[src/hw/rtl/ncc_pkg.sv]
package ncc_pkg;

  // fixed sizes of the classifier
  localparam int unsigned NumClasses   = 6;
  localparam int unsigned SampleBits   = 12;
  localparam int unsigned CountBits    = 16;
  localparam int unsigned ClassBits    = 3;
  localparam int unsigned DistBits     = 2 * SampleBits + 2;
  localparam int unsigned CellCount    = NumClasses * NumClasses;
  localparam int unsigned CellAddrBits = $clog2(CellCount);
  localparam int unsigned CentroidBits = 3 * SampleBits;

  // stream and register port sizes
  localparam int unsigned InDataBits   = 48;
  localparam int unsigned OutDataBits  = 48;
  localparam int unsigned RegAddrBits  = 3;
  localparam int unsigned RegDataBits  = 32;

  localparam logic [DistBits-1:0] DistanceLimitReset = DistBits'(100000);
  localparam logic                RegIdxLimit        = 1'b0;

  typedef enum logic [1:0] {
    ACT_CLASSIFY = 2'd0,
    ACT_LOAD     = 2'd1,
    ACT_CLEAR    = 2'd2,
    ACT_READ     = 2'd3
  } action_e;

  // input beat, x in the lowest bits
  typedef struct packed {
    action_e                action;
    logic [ClassBits-1:0]   class_index;
    logic [ClassBits-1:0]   true_class;
    logic [SampleBits-1:0]  z;
    logic [SampleBits-1:0]  y;
    logic [SampleBits-1:0]  x;
  } item_t;

  // classifier decision
  typedef struct packed {
    logic [DistBits-1:0]  best_dist;
    logic                 mismatch;
    logic [ClassBits-1:0] pred;
  } class_res_t;

  // counter operation carried by the second stage
  typedef struct packed {
    logic                    count_en;
    logic                    read_en;
    logic                    clear;
    logic [CellAddrBits-1:0] addr;
  } cnt_op_t;

  // result beat, predicted class in the lowest bits
  typedef struct packed {
    logic [CountBits-1:0] cell_cnt;
    class_res_t           res;
  } out_t;

  // flat matrix address of a row and column
  function automatic logic [CellAddrBits-1:0] cell_addr(input logic [ClassBits-1:0] row,
                                                        input logic [ClassBits-1:0] col);
    cell_addr = CellAddrBits'(row * NumClasses + col);
  endfunction

endpackage

[src/hw/rtl/ncc_ram.sv]
module ncc_ram #(
  parameter int unsigned Width = 16,
  parameter int unsigned Depth = 36
) (
  input  logic                     clk_i,
  input  logic                     we_i,
  input  logic [$clog2(Depth)-1:0] waddr_i,
  input  logic [Width-1:0]         wdata_i,
  input  logic                     re_i,
  input  logic [$clog2(Depth)-1:0] raddr_i,
  output logic [Width-1:0]         rdata_o
);

  logic [Width-1:0] mem_q [Depth];
  logic [Width-1:0] rdata_q;

  // one write port, one registered read port, read returns old data
  always_ff @(posedge clk_i) begin
    if (we_i) begin
      mem_q[waddr_i] <= wdata_i;
    end
    if (re_i) begin
      rdata_q <= mem_q[raddr_i];
    end
  end

  assign rdata_o = rdata_q;

endmodule

[src/hw/rtl/ncc_counts.sv]
module ncc_counts (
  input  logic                             clk_i,
  input  logic                             rst_ni,
  input  logic                             rd_en_i,
  input  logic [ncc_pkg::CellAddrBits-1:0] rd_addr_i,
  input  logic                             commit_i,
  input  ncc_pkg::cnt_op_t                 op_i,
  output logic [ncc_pkg::CountBits-1:0]    cell_o
);
  import ncc_pkg::*;

  logic [CellCount-1:0]  valid_q;
  logic                  hit_q;
  logic [CountBits-1:0]  fwd_q;
  logic [CountBits-1:0]  rdata;
  logic [CountBits-1:0]  old_val;
  logic [CountBits-1:0]  inc_val;
  logic                  entry_valid;
  logic                  wr_en;

  assign wr_en = commit_i && op_i.count_en;

  ncc_ram #(
    .Width (CountBits),
    .Depth (CellCount)
  ) u_ram (
    .clk_i   (clk_i),
    .we_i    (wr_en),
    .waddr_i (op_i.addr),
    .wdata_i (inc_val),
    .re_i    (rd_en_i),
    .raddr_i (rd_addr_i),
    .rdata_o (rdata)
  );

  // catch a write to the same cell in the cycle of the read
  always_ff @(posedge clk_i or negedge rst_ni) begin
    if (!rst_ni) begin
      hit_q <= 1'b0;
    end else if (rd_en_i) begin
      hit_q <= wr_en && (op_i.addr == rd_addr_i);
    end
  end

  always_ff @(posedge clk_i) begin
    if (rd_en_i) begin
      fwd_q <= inc_val;
    end
  end

  // per-cell valid bits, a clear drops them all at once
  always_ff @(posedge clk_i or negedge rst_ni) begin
    if (!rst_ni) begin
      valid_q <= '0;
    end else if (commit_i && op_i.clear) begin
      valid_q <= '0;
    end else if (wr_en) begin
      valid_q[op_i.addr] <= 1'b1;
    end
  end

  // current value of the cell, then saturating increment
  always_comb begin
    entry_valid = (op_i.addr < CellAddrBits'(CellCount)) ? valid_q[op_i.addr] : 1'b0;
    if (!entry_valid) begin
      old_val = '0;
    end else if (hit_q) begin
      old_val = fwd_q;
    end else begin
      old_val = rdata;
    end
    inc_val = (old_val == '1) ? old_val : old_val + 1'b1;
    priority if (op_i.count_en) begin
      cell_o = inc_val;
    end else if (op_i.read_en) begin
      cell_o = old_val;
    end else begin
      cell_o = '0;
    end
  end

endmodule

[config.mk]
export PLATFORM = sky130hd
export DESIGN_NAME = ncc_counts
export DESIGN_NICKNAME = d
export VERILOG_FILES = /design/src/hw/rtl/ncc_pkg.sv /design/src/hw/rtl/ncc_ram.sv /design/src/hw/rtl/ncc_counts.sv
export SDC_FILE = /design/constraint.sdc
export NUM_CORES = 1
export LEC_CHECK = 0
export BUFFER_PORTS_ARGS = -buffer_cell sky130_fd_sc_hd__buf_4
export CAP_MARGIN = 10
export CORE_ASPECT_RATIO = 1.2
export CORE_UTILIZATION = 41
export DETAILED_ROUTE_END_ITERATION = 10
export GPL_ROUTABILITY_DRIVEN = 0
export GPL_TIMING_DRIVEN = 0
export PLACE_DENSITY = 0.65
export RECOVER_POWER = 25
export REMOVE_ABC_BUFFERS = 1
export SYNTH_ARGS = -nofsm -noshare
export SYNTH_HDL_FRONTEND = slang
export SYNTH_SLANG_ARGS = --single-unit
[constraint.sdc]
create_clock -name clk_i -period 8.66 [get_ports clk_i]
set_input_delay 1.732 -clock clk_i [delete_from_list [all_inputs] [get_ports clk_i]]
set_output_delay 1.732 -clock clk_i [all_outputs]
set_load 0.1 [all_outputs]
==> summary.txt <==
Final layout
  • Final nets: approximately 1300
  • Area delta synth->final: 14.3%
  • Post-route cell area: ~30000 um^2
  • Fraction of layout cells with a size suffix above 1: 27.2%
  • Most frequent cells in the layout: edfxtp_1, mux4_2, clkbuf_16
  • Commonest non-fill, non-tap cell in the layout: edfxtp_1
  • Fill count: roughly 5200
  • Multi-input gate area: ~6300 um^2
  • Register area: between 15000 and 20000 um^2

Clock network
  • Clock Latency Late Sink: ~0.6 ns
  • Clk root buf: clkbuf_16
  • Setup bufs post-CTS: 0
  • H-tree Lvls: 2
  • CTS tree: done
  • Clock transition at path regs: around 0.06 ns
  • Sink Count: around 650
  • Num CTS Buffers: 58
  • Max Buffers Root-to-Sink: 3
  • Post_cts resized: 0
  • Hold Buf Count CTS: 0

Synthesis
  • Ys async rst share: roughly 5.7%
  • Yosys reg bits: 645
  • Share of the yosys chip area belonging to registers: between 70% and 80%
  • Synth Warn #: 0
  • Syn_area_per_cell: approximately 21 um^2
  • Unique masters post-synth: 56
  • Cell area after synthesis: between 20000 and 30000 um^2
  • Synth Flop Type: edfxtp_1
  • Cell count after synthesis: 1241
  • EDFF count, synth: a little over 600

Routing
  • Initial DRC count: between 1000 and 1500
  • Routed len/inst: 26.1 um
  • First drt pass iteration count: 5
  • Met1 WL: between 20000 and 25000 um
  • Detail Route Antenna Nets: 0
  • WL met2: 28900 um
  • WL final: 57100 um
  • Vias per cell: 5.72
  • DR WL met3: between 2000 and 3000 um
  • DRC: 0
  • Highest metal used: met4
  • Via count: 12500

Floorplanning
  • Row cnt: 100
  • I/O pins: 35
  • Initial Util: about two fifths
  • Die area: ~64000 um^2
  • Die width: around 230 um
  • Core ar.: around 62000 um^2
  • Die H: 277 um

Min path
  • Hold path start: valid_q[11]$_DFFE_PN0P_
  • Endpoint, Worst Hold: valid_q[11]$_DFFE_PN0P_
  • Worst hold-check path type: reg -> reg
  • Hold path depth: 1

Setup path
  • CP arrival: 5.05 ns
  • Reg2reg start: hit_q$_DFFE_PN0P_
  • CP Cell Sequence: clkbuf_1, and2b_1, a22oi_1, o32ai_1, nor4_1, and4b_1, buf_16, nor3_1, buf_4
  • Crit-path slowest cell: clkbuf_1
  • Worst Path Required: slightly below 7 ns
  • Cell count of the worst reg-to-reg path: 8
  • Max stage delay on crit path: just under 0.8 ns
  • CP Class: in -> out
  • Startpoint types: input port
  • Crit-path max FO: 23
  • Crit path capture type: output port
  • Worst reg-to-reg setup slack: a little under 5 ns
  • FF-to-FF End: u_ram.mem_q[28][14]$_DFFE_PP_

Place
  • Post-DP HPWL: roughly 36000 um
  • PortBufs: 34
  • Post-DP Area: 27800 um^2

STA
  • Clk_skew: between 0.02 and 0.03 ns
  • Worst hold slack: 0.490 ns
  • Worst-Margin Slew: between 2 and 2.5 ns
  • Final setup fails: 0
  • Max Fclk: about 0.15 GHz
  • Slew Limit Fails: 73
  • Unrepaired setup endpoints after global routing: no
  • Crit share post-route: roughly four fifths
  • Slew headroom: -35.9%
  • Setup TNS: 0 ns
  • Hold Vio Cnt, Final: 0
  • Period minus WS final: 6.78 ns

Flow run
  • Max cap viols: 2

GRT
  • Total track usage: 18.2%
  • First-pass GRT wire length: 85300 um
  • Vias in the first global route: 13100
  • Initial antenna violation count: 1
  • Grt ovf: 0
  • Pin count of the biggest net entering global routing: 83

Power and ir drop
  • Leakage: 9.63 nW
  • Power per standard cell area: 212 nW/um^2
  • Peak VDD IR: 0.000147 V

Status
  • Run status: finished with violations
  • Failing checks: max-capacitance violations, max-slew violations
-- report_power, final --
part	internal [mW]	switching (mW)
combinational	0.141	0.215
clock	1.37	1.07
sequential	3.43	0.00973
-- cell type report --
cell class / instances / share of cell area (%)
antenna: 1 / 0.00850
tap: 816 / 3.47
timing repair buffer: 93 / 3.90
multi-input combinational: 524 / 21.3
clock buffer: 86 / 5.74
inverter: 3 / 0.0382
clock inverter: 19 / 0.374
sequential: 645 / 65.1
-- cell families after synthesis --
family,Yosys count,synth area share [%]
buffers and inverters,72,1.44
multiplexers,222,17.3
AND/OR/NAND/NOR,183,3.44
AO/OA/AOI/OAI,108,3.07
XOR/XNOR,11,0.374
flip-flops,645,74.4
-- how the worst max path moves through the flow --
stage / startpoint / depth (start not counted) / slack [ns] / endpoint
2_1_floorplan: op_i[4] / 5 / 1.56 / cell_o[0]
3_3_place_gp: op_i[1] / 7 / 1.77 / u_ram.mem_q[22][4]$_DFFE_PP_
3_5_place_dp: op_i[5] / 8 / 2.41 / cell_o[12]
4_1_cts: op_i[5] / 8 / 2.40 / cell_o[12]
5_1_grt: op_i[0] / 9 / 1.72 / cell_o[12]
6_report: op_i[0] / 9 / 1.88 / cell_o[12]
-- worst max-delay path: cells and delay by family --
kind / cells / cell delay (ns)
AND/OR/NAND/NOR: 4 / 1.38
buffers and inverters: 3 / 1.44
AO/OA/AOI/OAI: 2 / 0.47
-- cells in the mapped netlist, drive strengths merged (3+ instances only) --
master / number / share of area, %
nand2: 44 / 0.64
or3: 3 / 0.073
nor3b: 4 / 0.12
xnor2: 4 / 0.14
edfxtp: 608 / 71
a31oi: 8 / 0.19
buf: 44 / 1.0
nor2: 70 / 1.0
xor2: 7 / 0.24
mux2i: 33 / 1.3
nand3b: 3 / 0.087
a22oi: 4 / 0.12
nor2b: 7 / 0.17
o21ai: 25 / 0.49
clkbuf: 25 / 0.36
a21oi: 11 / 0.21
nor3: 10 / 0.19
nand3: 12 / 0.23
a211oi: 3 / 0.087
nor4: 4 / 0.097
dfrtp: 37 / 3.6
o22a: 3 / 0.10
and3: 7 / 0.17
nand4: 5 / 0.12
o21a: 38 / 1.1
mux2: 12 / 0.52
mux4: 177 / 15
and3b: 4 / 0.14
-- state kept, by name, summed over array words and instances, names as in the netlist --
name	count
u_ram.mem_q	576
valid_q	36
fwd_q	16
u_ram.rdata_o	16
hit_q	1
-- per-stage QoR --
step / setup WS, ns / cells / utilization (%) / total power, mW
final: 1.88 / 2187 / 47.5 / 6.24
after CTS: 2.40 / 2181 / 47.7 / 6.29
after global placement: 1.77 / 2022 / 43.0 / 3.84
after detailed placement: 2.41 / 2076 / 44.8 / 3.86
after floorplan: 1.56 / 1172 / - / 3.69
after global routing: 1.72 / 2186 / 47.5 / 6.42
-- per-layer routing --
metal  track usage [%]  vias up
met2              30.3      438
met5                 0        -
li1                  -     5327
met3              2.33      112
met4              8.08        0
met1              23.9     6641
Note: power is estimated with default switching activity, not from simulation.
